==> src/sv/ssme_pkg.sv <==
// shared types and constants for the sorted set merge engine
// no dependencies; imported by ssme_ctrl, ssme_dp and the top level
`timescale 1ns / 1ps

package ssme_pkg;

    localparam int SET_DEPTH   = 16;
    localparam int MAX_RESULTS = 32;
    localparam int CNT_W       = $clog2(SET_DEPTH + 1);
    localparam int IDX_W       = (SET_DEPTH > 1) ? $clog2(SET_DEPTH) : 1;
    localparam int EMIT_W      = $clog2(MAX_RESULTS + 1);
    localparam int ELEM_W      = 32;

    typedef enum logic [1:0] {
        FUNC_LOAD_A = 2'd0,
        FUNC_LOAD_B = 2'd1,
        FUNC_RUN    = 2'd2
    } t_func;

    typedef enum logic [1:0] {
        OP_UNION     = 2'd0,
        OP_INTERSECT = 2'd1,
        OP_DIFF      = 2'd2
    } t_set_op;

    typedef enum logic {
        ST_IDLE  = 1'b0,
        ST_MERGE = 1'b1
    } t_state;

    typedef struct packed {
        logic load_a;
        logic load_b;
        logic step;
    } t_dp_cmd;

    typedef struct packed {
        logic done;
    } t_dp_status;

endpackage

==> src/sv/ssme_ctrl.sv <==
// controller for the sorted set merge engine: accepts load and run beats
// depends on ssme_pkg
`timescale 1ns / 1ps

module ssme_ctrl (
    input  logic                i_clk,
    input  logic                i_rst_n,
    input  logic                start,
    input  logic [1:0]          i_func,
    input  ssme_pkg::t_dp_status i_status,
    output ssme_pkg::t_dp_cmd   o_cmd,
    output logic                busy
);
    import ssme_pkg::*;

    t_state r_state;
    t_state n_state;

    always_ff @(posedge i_clk) begin
        if (!i_rst_n) begin
            r_state <= ST_IDLE;
        end else begin
            r_state <= n_state;
        end
    end

    always_comb begin
        n_state = r_state;
        o_cmd   = '0;
        unique case (r_state)
            ST_IDLE: begin
                if (start) begin
                    case (i_func)
                        FUNC_LOAD_A: o_cmd.load_a = 1'b1;
                        FUNC_LOAD_B: o_cmd.load_b = 1'b1;
                        FUNC_RUN:    n_state = ST_MERGE;
                        default:     ;
                    endcase
                end
            end
            ST_MERGE: begin
                o_cmd.step = 1'b1;
                if (i_status.done) begin
                    n_state = ST_IDLE;
                end
            end
            default: n_state = ST_IDLE;
        endcase
    end

    assign busy = (r_state != ST_IDLE);

    a_idle_no_step: assert property (@(posedge i_clk) disable iff (!i_rst_n)
        !busy |-> !o_cmd.step)
        else $error("merge step issued while idle");

    a_run_enters_merge: assert property (@(posedge i_clk) disable iff (!i_rst_n)
        (start && !busy && i_func == FUNC_RUN) |=> busy)
        else $error("run beat did not start a merge");

    a_done_returns_idle: assert property (@(posedge i_clk) disable iff (!i_rst_n)
        (o_cmd.step && i_status.done) |=> !busy)
        else $error("controller stayed busy after merge end");

endmodule

==> src/sv/ssme_dp.sv <==
// datapath for the sorted set merge engine: set stores, counts, merge
// compare, pending result and output registers; depends on ssme_pkg
`timescale 1ns / 1ps

module ssme_dp (
    input  logic                             i_clk,
    input  logic                             i_rst_n,
    input  ssme_pkg::t_dp_cmd                i_cmd,
    output ssme_pkg::t_dp_status             o_status,
    input  logic signed [ssme_pkg::ELEM_W-1:0] i_element_value,
    input  logic                             i_cfg_valid,
    input  logic [1:0]                       i_cfg_data,
    output logic                             o_cfg_ready,
    output logic                             o_result_valid,
    output logic signed [ssme_pkg::ELEM_W-1:0] o_result_value,
    output logic                             o_result_last,
    output logic                             o_result_empty,
    output logic                             o_load_overflowed
);
    import ssme_pkg::*;

    logic signed [ELEM_W-1:0] mem_a [SET_DEPTH];
    logic signed [ELEM_W-1:0] mem_b [SET_DEPTH];

    logic signed [ELEM_W-1:0] r_a_rd;
    logic signed [ELEM_W-1:0] r_b_rd;
    logic [CNT_W-1:0]  r_cnt_a;
    logic [CNT_W-1:0]  r_cnt_b;
    logic              r_ovf;
    t_set_op           r_op;
    logic [CNT_W-1:0]  r_ia;
    logic [CNT_W-1:0]  r_ib;
    logic [CNT_W-1:0]  n_ia;
    logic [CNT_W-1:0]  n_ib;
    logic [EMIT_W-1:0] r_emit_cnt;
    logic              r_pend_valid;
    logic signed [ELEM_W-1:0] r_pend_value;

    logic              r_out_valid;
    logic signed [ELEM_W-1:0] r_out_value;
    logic              r_out_last;
    logic              r_out_empty;
    logic              r_out_ovf;
    logic              n_out_valid;
    logic signed [ELEM_W-1:0] n_out_value;
    logic              n_out_last;
    logic              n_out_empty;

    logic a_ok;
    logic b_ok;
    logic a_lt_b;
    logic b_lt_a;
    logic adv_a;
    logic adv_b;
    logic emit;
    logic done;
    logic emit_go;
    logic signed [ELEM_W-1:0] emit_val;
    logic full_a;
    logic full_b;

    assign o_cfg_ready = 1'b1;

    assign full_a = (r_cnt_a == CNT_W'(SET_DEPTH));
    assign full_b = (r_cnt_b == CNT_W'(SET_DEPTH));

    // merge decision from the registered heads of both sets
    always_comb begin
        a_ok     = (r_ia < r_cnt_a);
        b_ok     = (r_ib < r_cnt_b);
        a_lt_b   = (r_a_rd < r_b_rd);
        b_lt_a   = (r_b_rd < r_a_rd);
        adv_a    = 1'b0;
        adv_b    = 1'b0;
        emit     = 1'b0;
        emit_val = r_a_rd;
        done     = 1'b0;
        case (r_op)
            OP_UNION: begin
                if (a_ok && b_ok) begin
                    emit = 1'b1;
                    if (a_lt_b) begin
                        adv_a = 1'b1;
                    end else if (b_lt_a) begin
                        adv_b    = 1'b1;
                        emit_val = r_b_rd;
                    end else begin
                        adv_a = 1'b1;
                        adv_b = 1'b1;
                    end
                end else if (a_ok) begin
                    emit  = 1'b1;
                    adv_a = 1'b1;
                end else if (b_ok) begin
                    emit     = 1'b1;
                    adv_b    = 1'b1;
                    emit_val = r_b_rd;
                end else begin
                    done = 1'b1;
                end
            end
            OP_INTERSECT: begin
                if (a_ok && b_ok) begin
                    if (a_lt_b) begin
                        adv_a = 1'b1;
                    end else if (b_lt_a) begin
                        adv_b = 1'b1;
                    end else begin
                        emit  = 1'b1;
                        adv_a = 1'b1;
                        adv_b = 1'b1;
                    end
                end else begin
                    done = 1'b1;
                end
            end
            OP_DIFF: begin
                if (a_ok && b_ok) begin
                    if (a_lt_b) begin
                        emit  = 1'b1;
                        adv_a = 1'b1;
                    end else if (b_lt_a) begin
                        adv_b = 1'b1;
                    end else begin
                        adv_a = 1'b1;
                        adv_b = 1'b1;
                    end
                end else if (a_ok) begin
                    emit  = 1'b1;
                    adv_a = 1'b1;
                end else begin
                    done = 1'b1;
                end
            end
            default: done = 1'b1;
        endcase
    end

    assign o_status.done = done;

    // pointers rest at zero while idle so the first heads are read ahead
    always_comb begin
        if (i_cmd.step && !done) begin
            n_ia = r_ia + CNT_W'(adv_a);
            n_ib = r_ib + CNT_W'(adv_b);
        end else begin
            n_ia = '0;
            n_ib = '0;
        end
    end

    assign emit_go = i_cmd.step && emit && (r_emit_cnt != EMIT_W'(MAX_RESULTS));

    // one result is held back so the last one can be flagged
    always_comb begin
        n_out_valid = 1'b0;
        n_out_value = r_pend_value;
        n_out_last  = 1'b0;
        n_out_empty = 1'b0;
        if (i_cmd.step && done) begin
            n_out_valid = 1'b1;
            n_out_last  = 1'b1;
            if (!r_pend_valid) begin
                n_out_empty = 1'b1;
                n_out_value = '0;
            end
        end else if (emit_go && r_pend_valid) begin
            n_out_valid = 1'b1;
        end
    end

    always_ff @(posedge i_clk) begin
        if (i_cmd.load_a && !full_a) begin
            mem_a[r_cnt_a[IDX_W-1:0]] <= i_element_value;
        end
        if (i_cmd.load_b && !full_b) begin
            mem_b[r_cnt_b[IDX_W-1:0]] <= i_element_value;
        end
        r_a_rd <= mem_a[n_ia[IDX_W-1:0]];
        r_b_rd <= mem_b[n_ib[IDX_W-1:0]];
    end

    always_ff @(posedge i_clk) begin
        if (emit_go) begin
            r_pend_value <= emit_val;
        end
        r_out_value <= n_out_value;
        r_out_last  <= n_out_last;
        r_out_empty <= n_out_empty;
        r_out_ovf   <= r_ovf;
    end

    always_ff @(posedge i_clk) begin
        if (!i_rst_n) begin
            r_cnt_a      <= '0;
            r_cnt_b      <= '0;
            r_ovf        <= 1'b0;
            r_op         <= OP_UNION;
            r_ia         <= '0;
            r_ib         <= '0;
            r_emit_cnt   <= '0;
            r_pend_valid <= 1'b0;
            r_out_valid  <= 1'b0;
        end else begin
            r_ia        <= n_ia;
            r_ib        <= n_ib;
            r_out_valid <= n_out_valid;
            if (i_cfg_valid && o_cfg_ready) begin
                r_op <= t_set_op'(i_cfg_data);
            end
            if (i_cmd.load_a) begin
                if (full_a) begin
                    r_ovf <= 1'b1;
                end else begin
                    r_cnt_a <= r_cnt_a + CNT_W'(1);
                end
            end
            if (i_cmd.load_b) begin
                if (full_b) begin
                    r_ovf <= 1'b1;
                end else begin
                    r_cnt_b <= r_cnt_b + CNT_W'(1);
                end
            end
            if (emit_go) begin
                r_pend_valid <= 1'b1;
                r_emit_cnt   <= r_emit_cnt + EMIT_W'(1);
            end
            // end of run consumes both sets
            if (i_cmd.step && done) begin
                r_cnt_a      <= '0;
                r_cnt_b      <= '0;
                r_ovf        <= 1'b0;
                r_pend_valid <= 1'b0;
                r_emit_cnt   <= '0;
            end
        end
    end

    assign o_result_valid    = r_out_valid;
    assign o_result_value    = r_out_value;
    assign o_result_last     = r_out_last;
    assign o_result_empty    = r_out_empty;
    assign o_load_overflowed = r_out_ovf;

    a_count_bound: assert property (@(posedge i_clk) disable iff (!i_rst_n)
        (r_cnt_a <= CNT_W'(SET_DEPTH)) && (r_cnt_b <= CNT_W'(SET_DEPTH)))
        else $error("set count beyond depth");

    a_empty_is_last: assert property (@(posedge i_clk) disable iff (!i_rst_n)
        (o_result_valid && o_result_empty) |-> o_result_last)
        else $error("empty result not flagged last");

    a_done_gives_last: assert property (@(posedge i_clk) disable iff (!i_rst_n)
        (i_cmd.step && done) |=> (o_result_valid && o_result_last))
        else $error("run ended without a last beat");

    a_pend_before_emit: assert property (@(posedge i_clk) disable iff (!i_rst_n)
        (r_emit_cnt != '0) |-> r_pend_valid)
        else $error("emit count without a held result");

endmodule

==> src/sv/sorted_set_merge_engine_top.sv <==
// load beats keep busy low; a run holds busy until the merge ends, one merge
// step per cycle through the store read and compare loop; each result beat is
// registered and leaves in the cycle after the step that releases it, the last
// one in the same cycle that busy falls. one item per run minimum.
// synchronous active-low reset clears counts, overflow flag, mode and control;
// the set stores are not cleared. results cannot be stalled by the receiver
`timescale 1ns / 1ps

module sorted_set_merge_engine_top (
    input  logic                               i_clk,
    input  logic                               i_rst_n,
    input  logic                               start,
    output logic                               busy,
    input  logic [1:0]                         i_func,
    input  logic signed [ssme_pkg::ELEM_W-1:0] i_element_value,
    input  logic                               i_cfg_valid,
    output logic                               o_cfg_ready,
    input  logic [1:0]                         i_cfg_data,
    output logic                               o_result_valid,
    output logic signed [ssme_pkg::ELEM_W-1:0] o_result_value,
    output logic                               o_result_last,
    output logic                               o_result_empty,
    output logic                               o_load_overflowed
);
    import ssme_pkg::*;

    t_dp_cmd    cmd;
    t_dp_status status;

    ssme_ctrl u_ctrl (
        .i_clk    (i_clk),
        .i_rst_n  (i_rst_n),
        .start    (start),
        .i_func   (i_func),
        .i_status (status),
        .o_cmd    (cmd),
        .busy     (busy)
    );

    ssme_dp u_dp (
        .i_clk             (i_clk),
        .i_rst_n           (i_rst_n),
        .i_cmd             (cmd),
        .o_status          (status),
        .i_element_value   (i_element_value),
        .i_cfg_valid       (i_cfg_valid),
        .i_cfg_data        (i_cfg_data),
        .o_cfg_ready       (o_cfg_ready),
        .o_result_valid    (o_result_valid),
        .o_result_value    (o_result_value),
        .o_result_last     (o_result_last),
        .o_result_empty    (o_result_empty),
        .o_load_overflowed (o_load_overflowed)
    );

endmodule
==> config.mk <==
export PLATFORM = sky130hd
export DESIGN_NAME = sorted_set_merge_engine_top
export DESIGN_NICKNAME = d
export VERILOG_FILES = /design/src/sv/ssme_pkg.sv /design/src/sv/ssme_ctrl.sv /design/src/sv/ssme_dp.sv /design/src/sv/sorted_set_merge_engine_top.sv
export SDC_FILE = /design/constraint.sdc
export NUM_CORES = 2
export LEC_CHECK = 0
export ABC_AREA = 1
export BUFFER_PORTS_ARGS = -buffer_cell sky130_fd_sc_hd__buf_2
export CORE_ASPECT_RATIO = 0.8
export CORE_UTILIZATION = 57
export CTS_CLUSTER_SIZE = 12
export DETAILED_ROUTE_END_ITERATION = 8
export PLACE_DENSITY = 0.8
export SLEW_MARGIN = 15
export SYNTH_ARGS = -nofsm -noshare
export SYNTH_HDL_FRONTEND = slang
export SYNTH_SLANG_ARGS = --single-unit
==> constraint.sdc <==
create_clock -name i_clk -period 8.3 [get_ports i_clk]
set_clock_uncertainty 0.15 [all_clocks]
set_input_delay 0.415 -clock i_clk [delete_from_list [all_inputs] [get_ports i_clk]]
set_output_delay 0.415 -clock i_clk [all_outputs]
set_load 0.02 [all_outputs]
# Yosys cells after proc, flatten, opt, wreduce, memory -nomap -nowiden
# Memory sizes are Yosys's and may differ from the RTL's. A register that Yosys moved wholly into a read port is not among the register bits.
# Cells that the tools add are included.
# Widths: inputs -> output; s select.
# word_totals
regBits,99
mem_bits_rw,1024
in_bits,40
output_inout_bits,38
word_cells,115
mem_count,2
# memory_table
memory,words,word_bits,rd,rd_ports_with_merged_regs,wr,line_no,source
u_dp.mem_a,16,32,1,1,1,ssme_dp.sv:22,logic signed [ELEM_W-1:0] mem_a [SET_DEPTH];
u_dp.mem_b,16,32,1,1,1,ssme_dp.sv:23,logic signed [ELEM_W-1:0] mem_b [SET_DEPTH];
# classes
n_addsub,5
magnitude_cmp,4
eq_ne,7
mux,57
n_bitwise,4
reduce_logical,19
# ops
cell,n
$mux 32,8
$lt 32x32->1,2
$mux 1,40
$add 5x1->5,2
$add 5x1->5 const B,2
$eq 5x5->1 const B,2
$lt 5x5->1,2
$logic_and 1x1->1,8
$mux 4,2
$add 6x1->6 const B,1
$ne 6x6->1 const B,1
$pmux 1 s2,3
$pmux 1 s3,2
$reduce_and 2->1,3
$reduce_or 2->1,3
$eq 2x1->1 const B,2
$eq 2x2->1 const B,2
$logic_not 2->1,2
$mux 2,2
$not 1->1,4
$logic_not 1->1,3

# Logic depth before layout (Yosys ltp)
# logic_depth
ltp_word,10
depth_mapped,31
depth_no_buf,29

# Hierarchy
# Synthesis repeated with hierarchy kept, for this count alone.
# hier_totals
hier_cells,4630
area_unflattened_um2,49841.6
# by_module_without_submodules
mod,n_inst,cells_each,area_each_um2,seq_area_each_um2
ssme_dp,1,4616,49759.0,34312.9
ssme_ctrl,1,14,82.6,20.0

# Least setup slack after synthesis
# OpenSTA, ideal clock, no wires.
# synth_timing
path_kind,flip-flop to flip-flop
start,"register u_ctrl.r_state, in the netlist u_ctrl.busy"
end,memory u_dp.mem_b[15][0] (enable)
setup_time_ps,465
arrival_time_ps,3675
required_ps,7685
slack_ps,4010
stages_incl_launch_ff,7
n_path_buf,1
period_less_slack_ps,4290
cell_sequence,dfxtp_1 -> clkbuf_1 -> nor4_1 -> nand2_1 -> inv_1 -> nand2_1 -> nor3_1
# synth_via
elab_chain_cells,4
# synth_lines
element,line_no,source
"start, declared",ssme_ctrl.sv:16,t_state r_state;
"start signal, assigned",ssme_ctrl.sv:23,r_state <= n_state;
$mux 2,ssme_ctrl.sv:30,unique case (r_state)
$logic_and 1x1->1,ssme_dp.sv:176,if (i_cmd.load_b && !full_b) begin
$mux 1,ssme_dp.sv:176,
$mux 1 (not written as such),ssme_dp.sv:177,mem_b[r_cnt_b[IDX_W-1:0]] <= i_element_value;
"end, declared",ssme_dp.sv:23,
# No other way between the ends.

# Worst setup path in the final report
# layout_timing
start,register u_dp.r_b_rd[19] (read register of u_dp.mem_b)
end,register u_dp.r_a_rd[23] (read register of u_dp.mem_a)
# layout_via
elab_chain_cells,7
elab_cells_between_ends,9
cone_classes,add/sub: 1; order compare: 2; mux: 6
# layout_lines
element,line_no,source
"start, declared",ssme_dp.sv:26,logic signed [ELEM_W-1:0] r_b_rd;
$lt 32x32->1,ssme_dp.sv:72,b_lt_a = (r_b_rd < r_a_rd);
$mux 1,"ssme_dp.sv:84, ssme_dp.sv:106, ssme_dp.sv:122",
$mux 1 (*),ssme_dp.sv:119,if (a_lt_b) begin
"$mux 1, on equally long branches","ssme_dp.sv:118, ssme_dp.sv:103",
$pmux 1 s2 (*),ssme_dp.sv:78,case (r_op)
$add 5x1->5 (*),ssme_dp.sv:144,n_ia = r_ia + CNT_W'(adv_a);
$mux 4 (*),ssme_dp.sv:143,if (i_cmd.step && !done) begin
"end, declared",ssme_dp.sv:25,logic signed [ELEM_W-1:0] r_a_rd;
# Mark *: on every way between the ends. The rest lies on a longest branch, timed or not.
# A chain may end at the register's enable or synchronous reset.

==> out/qor.txt <==
Outcome: finished clean
Dpl cells: 5698
Hold EP: u_dp.mem_a[6][18]$_DFFE_PP_
Routability cong.: 0.920
Slowest Stage Delay on Critical Path: 880 ps
Setup-failing EPs final: 0
# Max-Cap Violations: 0
Fraction of layout cells with a size suffix above 1: 9.72%
First drt pass iteration count: 6
Final Cycle Share: 69.5%
GRT Util Overall: 30.9%
Die width: 336 um
Worst Reg2Reg Path Length in Cells: 27
Iteration-0 DRC Markers: 5534
H-tree depth: 3
Synth area leaders: edfxtp_1 63%, nand3_1 9.5%, inv_1 5.2%
Post-detail-place hpwl: 74.4 mm
Post-synth ARST share: 0%
Fmax: 0.173 GHz
Routed WL: 140 mm
Hold Path Cell Cnt: 1
Initial antenna violation count: 18
FF-to-FF End: u_dp.r_a_rd[23]$_DFF_P_
Crit path max-delay family: simple AND/OR/NAND/NOR gates
Actual slew at the worst max-slew pin: 1220 ps
Critical Path RT: 8740 ps
Slowest stage cell on the critical path: buf_4
RR Startpoint: u_dp.r_b_rd[19]$_DFF_P_
Critical path data arrival time: 6210 ps
Met3 WL: 20.2 mm
Reg2Reg Setup Slack: 2530 ps
# rows: 97
Clk Latency, worst-skew pair: 710 ps
Final TNS setup: 0 ps
Syn Inst Count: 4659
Cell variety after synth: 37
Yosys top cell area share: 62.5%
Deepest clock path buffer count: 3
CP Class: flip-flop to flip-flop
First-pass GRT wire length: 206 mm
Area grow syn2layout: 9.66%
Final hold vios: 0
Initial Utilization: 57.7%
Core area: 87900 um2
WL met1: 52.6 mm
IO Pins: 78
Most frequent cells in the layout: 1056 x edfxtp_1, 962 x nand3_1, 705 x inv_1
Flops & latches, synth: 1187
Post CTS Setup Buffer Count: 0
Die area: 90200 um2
Metal2 WL: 62.2 mm
RSZ-0062 raised after global routing: no
Syn Nets: 4757
Crit. End Element: flip-flop
Worst Min Path Start: i_element_value[18]
Clock buffer count from CTS: 112
Pwr per Cell Area: 214 nW/um2
Top layer in use: met5
Peak supply drop: 0.189 mV
Syn avg cell area: 10.9 um2
Slew Limit Fails: 0
Most common cell after layout, fill and taps aside: edfxtp_1
Pleak: 22.0 nW
Largest net degree at the start of global routing: 257
Worst rel slew slack: 17.8%
Post-synthesis cell type with the largest combined area: edfxtp_1
WP buf/inv: 5
CTS root buf: clkbuf_16
Post-synth EDFFs: 1056
Grt total ovfl: 0
Reg clk slew, reported paths: 60 ps
Routed wire per std cell: 23.7 um
Sink Count: 1187
Post-route insts no fill: 5912
Routed vias/inst: 6.05
Post-synth top flop: edfxtp_1
Worst Setup Start Kind: flip-flop
Fin crit period: 5770 ps
Register area share after synthesis: 67.7%
Critical Path Fanout Max: 93
Vias: 35800
CTS tree: yes
Port bufs: 76
Hold/Removal Path Class: input port to flip-flop
Mapped cell area: 50700 um2
Layout Nets: 4730
Via count of the first global-routing pass: 34000
Routed Antenna Nets: 0
Die H: 269 um
Most used cell, CP: nand2_1
Yosys warns: 0
Drt drc: 0
## metrics by stage
step	power [W]	instance area (um2)	utilization, %	hold slack [ps]	worst slack (ps)
after floorplan	0.00693	50700	-	181	4010
after global placement	0.00715	52200	59.4	286	2810
after detailed placement	0.00716	52200	59.4	290	2750
after CTS	0.0119	55600	63.3	67.5	2730
after global routing	0.0121	55600	63.3	100	2210
final	0.0119	55600	63.3	108	2530
## cell families (layout without fill, tap and decap cells)
kind of cell	after synthesis	count (layout)	share of synthesized area [%]
compound gates	194	194	1.96
flops	1187	1187	67.7
xor+xnor	4	4	0.0691
other cells	1	2	0.00739
simple gates	2213	2213	21.1
buf+inv	1002	1066	7.80
fa+ha+maj	58	58	1.43
## what timing repair did
action	in CTS	in global routing
resized for setup	0	0
endpoints found under the hold margin	7	0
endpoints found under the setup margin	0	0
hold buffers	8	0
## how the worst max path moves through the flow
| stage | startpoint | to | slack (ps) | cells past startpoint |
|---|---|---|---|---|
| after global routing | u_dp.r_b_rd[31]$_DFF_P_ | u_dp.r_a_rd[28]$_DFF_P_ | 2210 | 24 |
| after detailed placement | u_dp.r_b_rd[31]$_DFF_P_ | u_dp.r_a_rd[23]$_DFF_P_ | 2750 | 25 |
| after global placement | u_dp.r_a_rd[25]$_DFF_P_ | u_dp.r_a_rd[18]$_DFF_P_ | 2810 | 23 |
| final | u_dp.r_b_rd[19]$_DFF_P_ | u_dp.r_a_rd[23]$_DFF_P_ | 2530 | 27 |
| after CTS | u_dp.r_a_rd[27]$_DFF_P_ | u_dp.r_a_rd[16]$_DFF_P_ | 2730 | 23 |
| after floorplan | u_ctrl.busy$_SDFF_PN0_ | u_dp.mem_b[15][0]$_DFFE_PP_ | 4010 | 6 |
## report_power, final
| part | internal (W) | switching [W] |
|---|---|---|
| Clock | 0.00266 | 0.00217 |
| Combinational | 0.0000969 | 0.000399 |
| Sequential | 0.00653 | 0.0000258 |
| Total | 0.00929 | 0.00259 |
## registers in the layout (all words and copies together), names as in the netlist
signal and count:
u_dp.r_ovf 1, u_dp.o_load_overflowed 1, u_dp.r_b_rd 32, u_dp.o_result_value 32, u_dp.r_pend_valid 1, u_dp.r_op 2, u_dp.r_cnt_b 5, u_dp.r_cnt_a 5
u_dp.o_result_last 1, u_dp.r_emit_cnt 6, u_dp.mem_a 512, u_dp.mem_b 512, u_dp.r_pend_value 32, u_dp.r_ia 5, u_ctrl.busy 1, u_dp.r_a_rd 32
u_dp.r_ib 5, u_dp.o_result_empty 1, u_dp.o_result_valid 1
## worst register-to-register path: stages (launching register included)
cell and delay, ps:
dfxtp_1 380, inv_1 70, ha_1 320, nand2_1 70
inv_1 50, nand2_1 60, nand2_1 50, nand2_1 80
nand2_1 70, a21oi_1 310, nand3_1 180, and2_1 230
nand2_1 140, nand3_1 90, a21oi_1 230, ha_4 170
ha_1 150, nand2_1 60, inv_1 80, nor2_1 70
nand3_4 430, buf_4 650, buf_4 920, nor2_1 220
o21ai_1 120, nand3_1 120, nand3_1 120, nand2_1 60
## layer usage
metal  track usage (%)  up-vias
met4              11.5       22
met1              43.4    17000
met5                 0        -
li1                  -    15800
met3              7.95      374
met2              46.7     2488
## cell type report
| class | instances | area (um2) |
|---|---|---|
| Antenna cell | 1 | 2.50 |
| Clock buffer | 197 | 3240 |
| Clock inverter | 8 | 116 |
| Fill cell | 6498 | 32200 |
| Inverter | 712 | 2680 |
| Multi-Input combinational cell | 2470 | 12700 |
| Sequential cell | 1187 | 34300 |
| Tap cell | 1188 | 1490 |
| Timing Repair Buffer | 149 | 1020 |
## synthesized netlist by cell type, drive strengths merged (3+ instances only)
library cell  count
dfxtp           131
nand3           967
xor2              3
edfxtp         1056
or2             133
a21oi            35
inv             711
nand4           205
o21ai           153
ha               58
nor4              4
buf             158
nand2           466
clkbuf          132
nor2            368
nor3              4
nand3b           64
Power figures use the tool's default switching activity.
